--- src/rtl/bpc_pkg.sv ---
`default_nettype none
// ----------------------------------------------------------------------------
// bpc_pkg
// Shared types and constants of the button press classifier.
// ----------------------------------------------------------------------------
package bpc_pkg;

    localparam int TICK_COUNT_WIDTH = 32;
    localparam int CFG_WIDTH        = 32;
    localparam int CMP_WIDTH        = (TICK_COUNT_WIDTH > CFG_WIDTH) ?
                                      TICK_COUNT_WIDTH : CFG_WIDTH;
    localparam int CFG_INDEX_WIDTH  = 2;

    localparam logic [TICK_COUNT_WIDTH-1:0] TICK_MAX = {TICK_COUNT_WIDTH{1'b1}};

    localparam logic [CFG_WIDTH-1:0] DEBOUNCE_RESET = CFG_WIDTH'(50000);
    localparam logic [CFG_WIDTH-1:0] SHORT_RESET    = CFG_WIDTH'(1000000);
    localparam logic [CFG_WIDTH-1:0] LONG_RESET     = CFG_WIDTH'(2000000);

    typedef enum logic [CFG_INDEX_WIDTH-1:0] {
        REG_DEBOUNCE = 2'd0,
        REG_SHORT    = 2'd1,
        REG_LONG     = 2'd2
    } reg_index_t;

    typedef enum logic [1:0] {
        MODE_IDLE     = 2'd0,
        MODE_DEBOUNCE = 2'd1,
        MODE_PRESSED  = 2'd2,
        MODE_HOLD     = 2'd3
    } mode_t;

    typedef enum logic [1:0] {
        KIND_NONE  = 2'd0,
        KIND_SHORT = 2'd1,
        KIND_LONG  = 2'd2
    } kind_t;

    typedef struct packed {
        logic [CFG_WIDTH-1:0] debounce_ticks;
        logic [CFG_WIDTH-1:0] short_press_ticks;
        logic [CFG_WIDTH-1:0] long_press_ticks;
    } cfg_t;

endpackage
`default_nettype wire

--- src/rtl/button_press_classifier_core.sv ---
`default_nettype none
// ----------------------------------------------------------------------------
// button_press_classifier_core
// Debounced push-button classifier: one sample word in, one press kind out.
// ----------------------------------------------------------------------------
// Slave stream: one word per sample tick, s_tdata[0] is the pin level.
// Master stream: one word per sample, m_tdata[1:0] is the press kind
// (none, short or long, reported on release of a confirmed press).
// Configuration channel: cfg_valid/cfg_ready with cfg_index and cfg_data;
// index 0 debounce, 1 short, 2 long threshold in ticks. cfg_ready is always
// high; write only while no word is in flight.
// Flow: a word taken into the input register is classified and registered
// into the result register once the output stage can advance, and m_tvalid
// then rises. Throughput is one word per cycle while the receiver accepts,
// set by the single mode and counter update between the input and
// result registers.
// A stalled receiver holds m_tdata; the input register still takes one
// further word, and s_tready drops only when both stages are full.
// Reset clears both stages, mode to idle, the counter to zero and the
// thresholds to their defaults.
// ----------------------------------------------------------------------------
module button_press_classifier_core
    import bpc_pkg::*;
(
    input  wire logic                       clk,
    input  wire logic                       rst_n,
    input  wire logic                       s_tvalid,
    output logic                            s_tready,
    input  wire logic [7:0]                 s_tdata,   // [0] button_level, [7:1] zero
    output logic                            m_tvalid,
    input  wire logic                       m_tready,
    output logic [7:0]                      m_tdata,   // [1:0] press_kind, [7:2] zero
    input  wire logic                       cfg_valid,
    output logic                            cfg_ready,
    input  wire logic [CFG_INDEX_WIDTH-1:0] cfg_index,
    input  wire logic [CFG_WIDTH-1:0]       cfg_data
);

    cfg_t  cfg;
    kind_t kind;
    logic  in_valid_reg;
    logic  level_reg;
    logic  out_valid_reg;
    kind_t kind_reg;
    logic  advance;
    logic  step;

    bpc_cfg_regs u_cfg (
        .clk       (clk),
        .rst_n     (rst_n),
        .cfg_valid (cfg_valid),
        .cfg_ready (cfg_ready),
        .cfg_index (cfg_index),
        .cfg_data  (cfg_data),
        .cfg       (cfg)
    );

    bpc_fsm u_fsm (
        .clk   (clk),
        .rst_n (rst_n),
        .step  (step),
        .level (level_reg),
        .cfg   (cfg),
        .kind  (kind)
    );

    assign advance  = !out_valid_reg || m_tready;
    assign step     = in_valid_reg && advance;
    assign s_tready = !in_valid_reg || advance;
    assign m_tvalid = out_valid_reg;
    assign m_tdata  = {6'd0, kind_reg};

    always_ff @(posedge clk or negedge rst_n)
    begin
        if (!rst_n)
        begin
            in_valid_reg  <= 1'b0;
            out_valid_reg <= 1'b0;
        end
        else
        begin
            if (s_tready)
                in_valid_reg <= s_tvalid;
            if (advance)
                out_valid_reg <= in_valid_reg;
        end
    end

    always_ff @(posedge clk)
    begin
        if (s_tready && s_tvalid)
            level_reg <= s_tdata[0];
        if (step)
            kind_reg <= kind;
    end

endmodule
`default_nettype wire

--- src/rtl/bpc_cfg_regs.sv ---
`default_nettype none
// ----------------------------------------------------------------------------
// bpc_cfg_regs
// Threshold registers, written through the configuration channel.
// ----------------------------------------------------------------------------
module bpc_cfg_regs
    import bpc_pkg::*;
(
    input  wire logic                       clk,
    input  wire logic                       rst_n,
    input  wire logic                       cfg_valid,
    output logic                            cfg_ready,
    input  wire logic [CFG_INDEX_WIDTH-1:0] cfg_index,
    input  wire logic [CFG_WIDTH-1:0]       cfg_data,
    output cfg_t                            cfg
);

    cfg_t cfg_reg;

    assign cfg_ready = 1'b1;
    assign cfg       = cfg_reg;

    always_ff @(posedge clk or negedge rst_n)
    begin
        if (!rst_n)
        begin
            cfg_reg.debounce_ticks    <= DEBOUNCE_RESET;
            cfg_reg.short_press_ticks <= SHORT_RESET;
            cfg_reg.long_press_ticks  <= LONG_RESET;
        end
        else if (cfg_valid)
        begin
            case (cfg_index)
                REG_DEBOUNCE: cfg_reg.debounce_ticks    <= cfg_data;
                REG_SHORT:    cfg_reg.short_press_ticks <= cfg_data;
                REG_LONG:     cfg_reg.long_press_ticks  <= cfg_data;
                default:      ;
            endcase
        end
    end

endmodule
`default_nettype wire

--- src/rtl/bpc_fsm.sv ---
`default_nettype none
// ----------------------------------------------------------------------------
// bpc_fsm
// Mode register and saturating tick counter; classifies one tick per step.
// ----------------------------------------------------------------------------
module bpc_fsm
    import bpc_pkg::*;
(
    input  wire logic clk,
    input  wire logic rst_n,
    input  wire logic step,
    input  wire logic level,
    input  wire cfg_t cfg,
    output kind_t     kind
);

    mode_t                       mode_reg;
    mode_t                       mode_next;
    logic [TICK_COUNT_WIDTH-1:0] elapsed_reg;
    logic [TICK_COUNT_WIDTH-1:0] elapsed_next;
    logic [TICK_COUNT_WIDTH-1:0] e_sat;
    logic [CMP_WIDTH-1:0]        e_ext;
    logic                        over_debounce;
    logic                        at_long;
    logic                        at_short;

    always_ff @(posedge clk or negedge rst_n)
    begin
        if (!rst_n)
        begin
            mode_reg    <= MODE_IDLE;
            elapsed_reg <= '0;
        end
        else if (step)
        begin
            mode_reg    <= mode_next;
            elapsed_reg <= elapsed_next;
        end
    end

    always_comb
    begin
        e_sat         = (elapsed_reg == TICK_MAX) ? elapsed_reg : elapsed_reg + 1'b1;
        e_ext         = CMP_WIDTH'(e_sat);
        over_debounce = e_ext >  CMP_WIDTH'(cfg.debounce_ticks);
        at_long       = e_ext >= CMP_WIDTH'(cfg.long_press_ticks);
        at_short      = e_ext >= CMP_WIDTH'(cfg.short_press_ticks);
        mode_next     = mode_reg;
        elapsed_next  = e_sat;
        kind          = KIND_NONE;
        case (mode_reg)
            MODE_IDLE:
            begin
                if (level)
                begin
                    mode_next    = MODE_DEBOUNCE;
                    elapsed_next = '0;
                end
            end
            MODE_DEBOUNCE:
            begin
                if (over_debounce)
                begin
                    if (level)
                    begin
                        mode_next    = MODE_PRESSED;
                        elapsed_next = '0;
                    end
                    else
                    begin
                        mode_next = MODE_IDLE;
                    end
                end
            end
            MODE_PRESSED:
            begin
                if (!level)
                begin
                    mode_next = MODE_IDLE;
                    if (at_long)
                        kind = KIND_LONG;
                    else if (at_short)
                        kind = KIND_SHORT;
                end
                else if (at_long)
                begin
                    mode_next = MODE_HOLD;
                end
            end
            default:
            begin
                if (!level)
                begin
                    mode_next = MODE_IDLE;
                    kind      = KIND_LONG;
                end
            end
        endcase
    end

    // report only on release of a confirmed press
    a_kind_from_press: assert property (@(posedge clk) disable iff (!rst_n)
        (step && kind != KIND_NONE) |->
        ((mode_reg == MODE_PRESSED || mode_reg == MODE_HOLD) && !level))
        else $error("press reported outside a confirmed press");

    a_hold_exit: assert property (@(posedge clk) disable iff (!rst_n)
        (mode_reg == MODE_HOLD) |=> (mode_reg == MODE_HOLD || mode_reg == MODE_IDLE))
        else $error("hold left to a mode other than idle");

    a_state_on_step: assert property (@(posedge clk) disable iff (!rst_n)
        !step |=> ($stable(mode_reg) && $stable(elapsed_reg)))
        else $error("state moved without a word");

    a_press_from_debounce: assert property (@(posedge clk) disable iff (!rst_n)
        (step && mode_reg == MODE_IDLE) |=> (mode_reg != MODE_PRESSED))
        else $error("press confirmed without debounce");

endmodule
`default_nettype wire
--- config.mk ---
export PLATFORM = sky130hd
export DESIGN_NAME = button_press_classifier_core
export DESIGN_NICKNAME = d
export VERILOG_FILES = /design/src/rtl/bpc_pkg.sv /design/src/rtl/button_press_classifier_core.sv /design/src/rtl/bpc_cfg_regs.sv /design/src/rtl/bpc_fsm.sv
export SDC_FILE = /design/constraint.sdc
export NUM_CORES = 1
export LEC_CHECK = 0
export BUFFER_PORTS_ARGS = -buffer_cell sky130_fd_sc_hd__buf_4
export CAP_MARGIN = 10
export CORE_AREA = 2 2 115 200
export DETAILED_ROUTE_END_ITERATION = 10
export DIE_AREA = 0 0 117 202
export GPL_TIMING_DRIVEN = 1
export SYNTH_ARGS = -nofsm -noshare
export SYNTH_HDL_FRONTEND = slang
export SYNTH_HIERARCHICAL = 1
export SYNTH_SLANG_ARGS = --single-unit
--- constraint.sdc ---
create_clock -name clk -period 3.9 [get_ports clk]
set_clock_uncertainty 0.05 [all_clocks]
set_input_delay 0.78 -clock clk [delete_from_list [all_inputs] [get_ports clk]]
set_output_delay 0.78 -clock clk [all_outputs]
set_load 0.02 [all_outputs]
==> impl_metrics.csv, run 1 <==
group,metric,value,unit
status,status,"finished, violations left",
status,violations,"negative setup slack",
synth,synth_compound_area_share,11.0,%
grt,grt_max_degree,74,
routing,drc,0,
routing,viasPerCell,5.10,
synth,synthFlopType,"dfrtp_1",
timing,rsz0062_at_grt,"yes",
synth,syn_avg_cell_area,10.3,um^2
grt,grt_pass1_vias,7361,
timing,setup_tns,-2.31,ns
grt,grt_pass1_wl,35800,um
synth,synth_top_family_by_area,"adder cells",
synth,ys_types,63,
critical_path,arrival,4.34,ns
clocking,h-tree-depth,4,
placement,dp_hpwl,16400,um
flow_run,drv_cap,0,
final_layout,antenna_cells,0,
final_layout,seq_area,0.00342,mm^2
timing,period_minus_slack,4.08,ns
synth,synthSimpleGateAreaFrac,12.2,%
timing,slew_headroom,52.8,%
placement,gp_congestion,0.867,
critical_path,end_kind,"register",
pwr,leakagePower,5.70,nW
floorplanning,dieArea,0.0236,mm^2
floorplanning,core_area,0.0221,mm^2
routing,wl_per_cell,16.4,um
synth,synth_cells,838,
floorplanning,ios,58,
final_layout,design_area,0.0115,mm^2
min_path,hp-class,"input port to async pin",
final_layout,fin_cells,1353,
timing,timing.fmax,245,MHz
clocking,cts_tree,"yes",
final_layout,final_cell_mix,"203 x buf_4, 112 x dfrtp_1, 108 x inv_1",
final_layout,largest_register_ffs,96,
clocking,cts-root-buf,"clkbuf_16",
synth,ys.warnings.count,6,
routing,dr_total_vias,6897,
routing,dr.pass1.iters,4,
placement,dp_cells,1290,
critical_path,critPathLaunchType,"register",
floorplanning,start_util,39.2,%
placement,place_area,0.0102,mm^2
timing,worst_pin_slew,0.708,ns
routing,routed_wl,22200,um
floorplanning,fp.dieW,117,um
floorplanning,die_h,202,um
final_layout,layout_commonest_cell,"buf_4",
synth,synth-xor-area-share,3.24,%
synth,yosys.area_share.adder,14.0,%
timing,drv_slew,0,
clocking,ctsHoldBuffers,0,
final_layout,multi_input_area,0.00505,mm^2
placement,portBuffers,43,
timing,period_share,105,%
pwr,ir_drop,341,uV
grt,antenna_found_initial,0,
synth,netlist_area,0.00866,mm^2
final_layout,drive_above_1_share,41.6,%
grt,gr-total-overflow,0,
synth,synth-seq-cells,135,
synth,synth_edf_count,3,
clocking,path_clk_slew,0.06,ns
routing,ant_nets,0,
placement,place_ws,-0.611,ns
pwr,p_per_area,442,mW/mm^2
synth,synthMuxAreaShare,12.6,%
final_layout,areaGrowthSynthToFinish,33.0,%
timing,final_hold_viol_count,0,
clocking,cts_made_buffers,17,
clocking,cts_sinks,135,
clocking,cts_buffer_depth,2,
routing,initialDrtViolationCount,200,
timing,hold_slack,0.325,ns
floorplanning,fp-row-count,72,
critical_path,required,4.16,ns
synth,ys_seq_area_share,39.5,%
grt,grt_usage,19.9,%
critical_path,crit_fanout,7,
synth,async_flop_share,97.8,%
critical_path,worstSetupPathType,"register to register",
final_layout,final_nets,1188,
clocking,clock_latency,0.43,ns
timing,worst_slack,-0.178,ns
final_layout,nFillCells,1967,
timing,setup_viol,32,
==> repair_timing <==
item / 4_1_cts / 5_1_grt
setup buffers: 19 / 12
gates cloned: 2 / 0
gates resized for setup: 65 / 39
pin swaps: 37 / 29
endpoints found under the setup margin: 36 / 36
==> final timing paths <==
| check | start | cells past startpoint | endpoint | slack, ns |
|---|---|---|---|---|
| worst max-delay path | u_fsm/elapsed_reg[28]$_DFFE_PN0P_ | 17 | u_fsm/elapsed_reg[5]$_DFFE_PN0P_ | -0.18 |
| worst min-delay path | rst_n | 1 | u_cfg/cfg[60]$_DFFE_PN0P_ | 0.33 |
| worst max register to register | u_fsm/elapsed_reg[28]$_DFFE_PN0P_ | 17 | u_fsm/elapsed_reg[5]$_DFFE_PN0P_ | -0.18 |
| worst min register to register | u_cfg/cfg[95]$_DFFE_PN0P_ | 1 | u_cfg/cfg[95]$_DFFE_PN0P_ | 0.44 |
| max in group asynchronous | rst_n | 2 | u_cfg/cfg[49]$_DFFE_PN1P_ | 2.63 |
| min in group clk | u_cfg/cfg[95]$_DFFE_PN0P_ | 1 | u_cfg/cfg[95]$_DFFE_PN0P_ | 0.44 |
==> cell type report <==
cell class / instances / area share, %
clock inverters: 9 / 0.858
flip-flops and latches: 135 / 29.7
well taps: 296 / 3.21
multi-input cells: 566 / 43.8
clock buffers: 23 / 4.15
inverters: 108 / 3.52
repair buffers: 216 / 14.7
==> layer usage <==
metal,wire length (um),track usage [%],up-vias
met5,0,0,-
met4,787,8.57,0
met3,558,4.02,33
met1,7740,19.0,3402
met2,13100,39.3,97
li1,-,-,3365
==> synth_stat cells, types with 4 or more instances <==
cell type | instances | share of area (%)
and2_1 | 4 | 0.29
nand3b_1 | 6 | 0.52
nand3_1 | 16 | 0.92
xor2_1 | 12 | 1.2
buf_6 | 5 | 0.65
nor4_1 | 10 | 0.72
mux2_2 | 95 | 12
or3_1 | 5 | 0.36
a21oi_1 | 34 | 2.0
nor3_1 | 17 | 0.98
o21ai_1 | 5 | 0.29
ha_1 | 97 | 14
dfstp_2 | 20 | 6.1
inv_1 | 108 | 4.7
xnor2_1 | 20 | 2.0
clkbuf_1 | 16 | 0.69
nand4_1 | 29 | 2.1
o21ai_0 | 35 | 2.0
a21o_1 | 14 | 1.2
dfrtp_1 | 112 | 32
nor2_1 | 44 | 1.9
nand2_1 | 27 | 1.2
a211oi_1 | 6 | 0.52
and3_1 | 4 | 0.29
o211ai_1 | 6 | 0.52
buf_4 | 9 | 0.78
a22o_1 | 18 | 1.8
nor2b_1 | 6 | 0.43
nand2b_1 | 4 | 0.29
==> stage by stage <==
stage | total power, W | util [%]
floorplan | 0.00275 | -
global placement | 0.00330 | 46.4
detailed placement | 0.00334 | 46.4
CTS | 0.00508 | 51.1
global route | 0.00541 | 52.2
finish | 0.00509 | 52.2
==> cells by family (layout without fill, tap and decap cells) <==
group,Yosys count,after routing
xor gates and xnor gates,32,32
DFF,135,135
adders and majority gates,97,97
AOI/OAI and AO/OA,144,144
and+or+nand+nor,188,189
buffers and inverters,143,356
muxes,97,97
other,2,7
==> power breakdown <==
group	leakage, nW	internal, W	switching, W	total (W)
sequential	1.62	0.00168	0.000147	0.00182
clock	0.290	0.000984	0.000595	0.00158
combinational	3.80	0.000863	0.000824	0.00169
total	5.70	0.00352	0.00157	0.00509
==> worst max-delay path: stages (launching register included) <==
cell and delay (ns):
dfrtp_1 0.39, nand3_2 0.09, or4_4 0.56, nor4b_4 0.33
or2_4 0.23, buf_12 0.11, nor2_2 0.04, xor2_2 0.15
ha_1 0.30, nand4_1 0.10, buf_4 0.18, or3_4 0.32
a21oi_2 0.12, o31a_1 0.18, o311a_4 0.25, nor2_4 0.07
buf_6 0.17, a221o_1 0.30
No activity file was read; power rests on OpenSTA's default activity.
==> run 2, diff against run 1 <==
==> constraint.sdc (replaced) <==
create_clock -name clk -period 3.6 [get_ports clk]
set_clock_uncertainty 0.05 [all_clocks]
set_input_delay 0.72 -clock clk [delete_from_list [all_inputs] [get_ports clk]]
set_output_delay 0.72 -clock clk [all_outputs]
set_load 0.02 [all_outputs]
==> run 2 against run 1 <==
The run still ends with negative setup slack left. Critical endpoint is now u_fsm/elapsed_reg[12]$_DFFE_PN0P_. Sequential power rose by 9%. Register-to-register slack got worse by 0.44 ns. Via count rose by 2.5%.
==> impl_metrics.csv, run 2 (same netlist as run 1, synthesis figures left out) <==
group,metric,value,unit
grt,grt_pass1_vias,7394,
critical_path,worstSetupPathType,"register to register",
timing,rsz0062_at_grt,"yes",
pwr,power,0.00582,W
timing,timing.fmax,237,MHz
grt,grt_usage,20.6,%
routing,dr_total_vias,7066,
timing,period_minus_slack,4.21,ns
grt,met3_usage,3.45,%
status,violations,"negative setup slack",
grt,grt_max_degree,82,
grt,globalRouteMet1Util,20.0,%
status,status,"finished, violations left",
clocking,clock_latency,0.44,ns
final_layout,largest_register_ffs,96,
timing,setup_tns,-17.86,ns
pwr,ir_drop,304,uV
clocking,h-tree-depth,4,
floorplanning,core_area,0.0221,mm^2
grt,antenna_found_initial,0,
pwr,leakagePower,5.80,nW
floorplanning,die_h,202,um
timing,final_hold_viol_count,0,
placement,dp_hpwl,17000,um
timing,worst_pin_slew,0.795,ns
grt,grt_pass1_wl,36900,um
clocking,cts_tree,"yes",
critical_path,end_kind,"register",
final_layout,antenna_cells,0,
timing,worst_slack,-0.615,ns
placement,portBuffers,43,
routing,ant_nets,0,
critical_path,arrival,4.54,ns
critical_path,r2r-start,"u_fsm/elapsed_reg[1]$_DFFE_PN0P_",
clocking,path_clk_slew,0.06,ns
routing,wl_per_cell,17.1,um
final_layout,drive_above_1_share,42.6,%
floorplanning,ios,58,
routing,dr.pass1.iters,5,
critical_path,crit_fanout,6,
critical_path,r2r_slack,-0.61,ns
clocking,cts_buffer_depth,2,
placement,gp_congestion,0.872,
final_layout,final_cell_mix,"202 x buf_4, 112 x dfrtp_1, 108 x inv_1",
clocking,cts-root-buf,"clkbuf_16",
pwr,p_per_area,493,mW/mm^2
floorplanning,start_util,39.2,%
timing,period_share,117,%
routing,routed_wl,23300,um
floorplanning,fp.dieW,117,um
final_layout,seq_area,0.00342,mm^2
critical_path,crit_start,"u_fsm/elapsed_reg[1]$_DFFE_PN0P_",
floorplanning,dieArea,0.0236,mm^2
grt,grt_util_met2,40.4,%
critical_path,critPathLaunchType,"register",
final_layout,final_nets,1198,
clocking,cts_made_buffers,17,
grt,gr-total-overflow,0,
routing,drc,0,
routing,initialDrtViolationCount,235,
timing,slew_headroom,47.0,%
flow_run,drv_cap,0,
critical_path,required,3.92,ns
grt,grt_most_used_layer,"met2",
routing,viasPerCell,5.18,
min_path,hp-class,"input port to async pin",
final_layout,multi_input_area,0.00516,mm^2
final_layout,layout_commonest_cell,"buf_4",
timing,setup_viol,36,
final_layout,nFillCells,1903,
clocking,cts_sinks,135,
final_layout,areaGrowthSynthToFinish,36.3,%
floorplanning,fp-row-count,72,
timing,drv_slew,0,
run 2: worst paths after layout:
path	end	cells past startpoint
max	u_fsm/elapsed_reg[12]$_DFFE_PN0P_	20
max reg2reg	u_fsm/elapsed_reg[12]$_DFFE_PN0P_	20
max in group asynchronous	u_cfg/cfg[51]$_DFFE_PN1P_	2
min in group clk	level_reg$_DFFE_PP_	1
min	u_cfg/cfg[28]$_DFFE_PN0P_	1
min reg2reg	u_cfg/cfg[95]$_DFFE_PN0P_	1
run 2: metrics by stage:
stage	setup WS [ns]	instances	cell area, um^2	hold slack [ns]	util (%)
final	-0.615	1363	11800	0.294	53.5
after global routing	-0.722	1363	11800	0.348	53.5
after CTS	-0.509	1349	11500	0.313	51.9
after detailed placement	-0.823	1289	10300	0.441	46.5
after global placement	-0.664	1289	10300	0.422	46.5
after floorplan	-0.600	843	8740	0.374	-
run 2: layer usage:
layer / vias up / share of wire, %
met4: 0 / 3.7
met1: 3493 / 35
li1: 3388 / -
met3: 46 / 2.5
met2: 139 / 59
met5: - / 0
run 2: worst max-delay path, cell delays in order, from the launching register on:
cell and delay [ns]:
dfrtp_1 0.41, buf_6 0.12, buf_6 0.09, and3_4 0.20, nand2_4 0.06, buf_6 0.11, or2_4 0.28, buf_6 0.13
or3_4 0.34, xnor2_2 0.15, ha_1 0.30, nand4_1 0.13, buf_6 0.14, nor2_1 0.05, a221o_1 0.35, o31a_1 0.28
o311a_4 0.38, buf_12 0.16, buf_12 0.14, o21ai_2 0.12, a22o_1 0.15
run 2: power by group:
group | internal (W) | switching [W]
Sequential | 0.00182 | 0.000171
Combinational | 0.00105 | 0.000981
Clock | 0.00109 | 0.000713
Total | 0.00396 | 0.00186
run 2: repair_timing:
| item | in CTS | in global routing |
|---|---|---|
| hold buffers | 0 | 0 |
| pin swaps | 34 | 28 |
| gates cloned | 1 | 1 |
| endpoints found under the setup margin | 36 | 36 |
| setup buffers | 27 | 16 |
| resized for setup | 86 | 45 |
run 2: cell type report:
| cell class | count | share of cell area (%) |
|---|---|---|
| flip-flops and latches | 135 | 29.0 |
| multi-input cells | 565 | 43.7 |
| repair buffers | 227 | 15.6 |
| clock buffers | 18 | 3.64 |
| inverters | 108 | 3.43 |
| well taps | 296 | 3.14 |
| clock inverters | 14 | 1.48 |
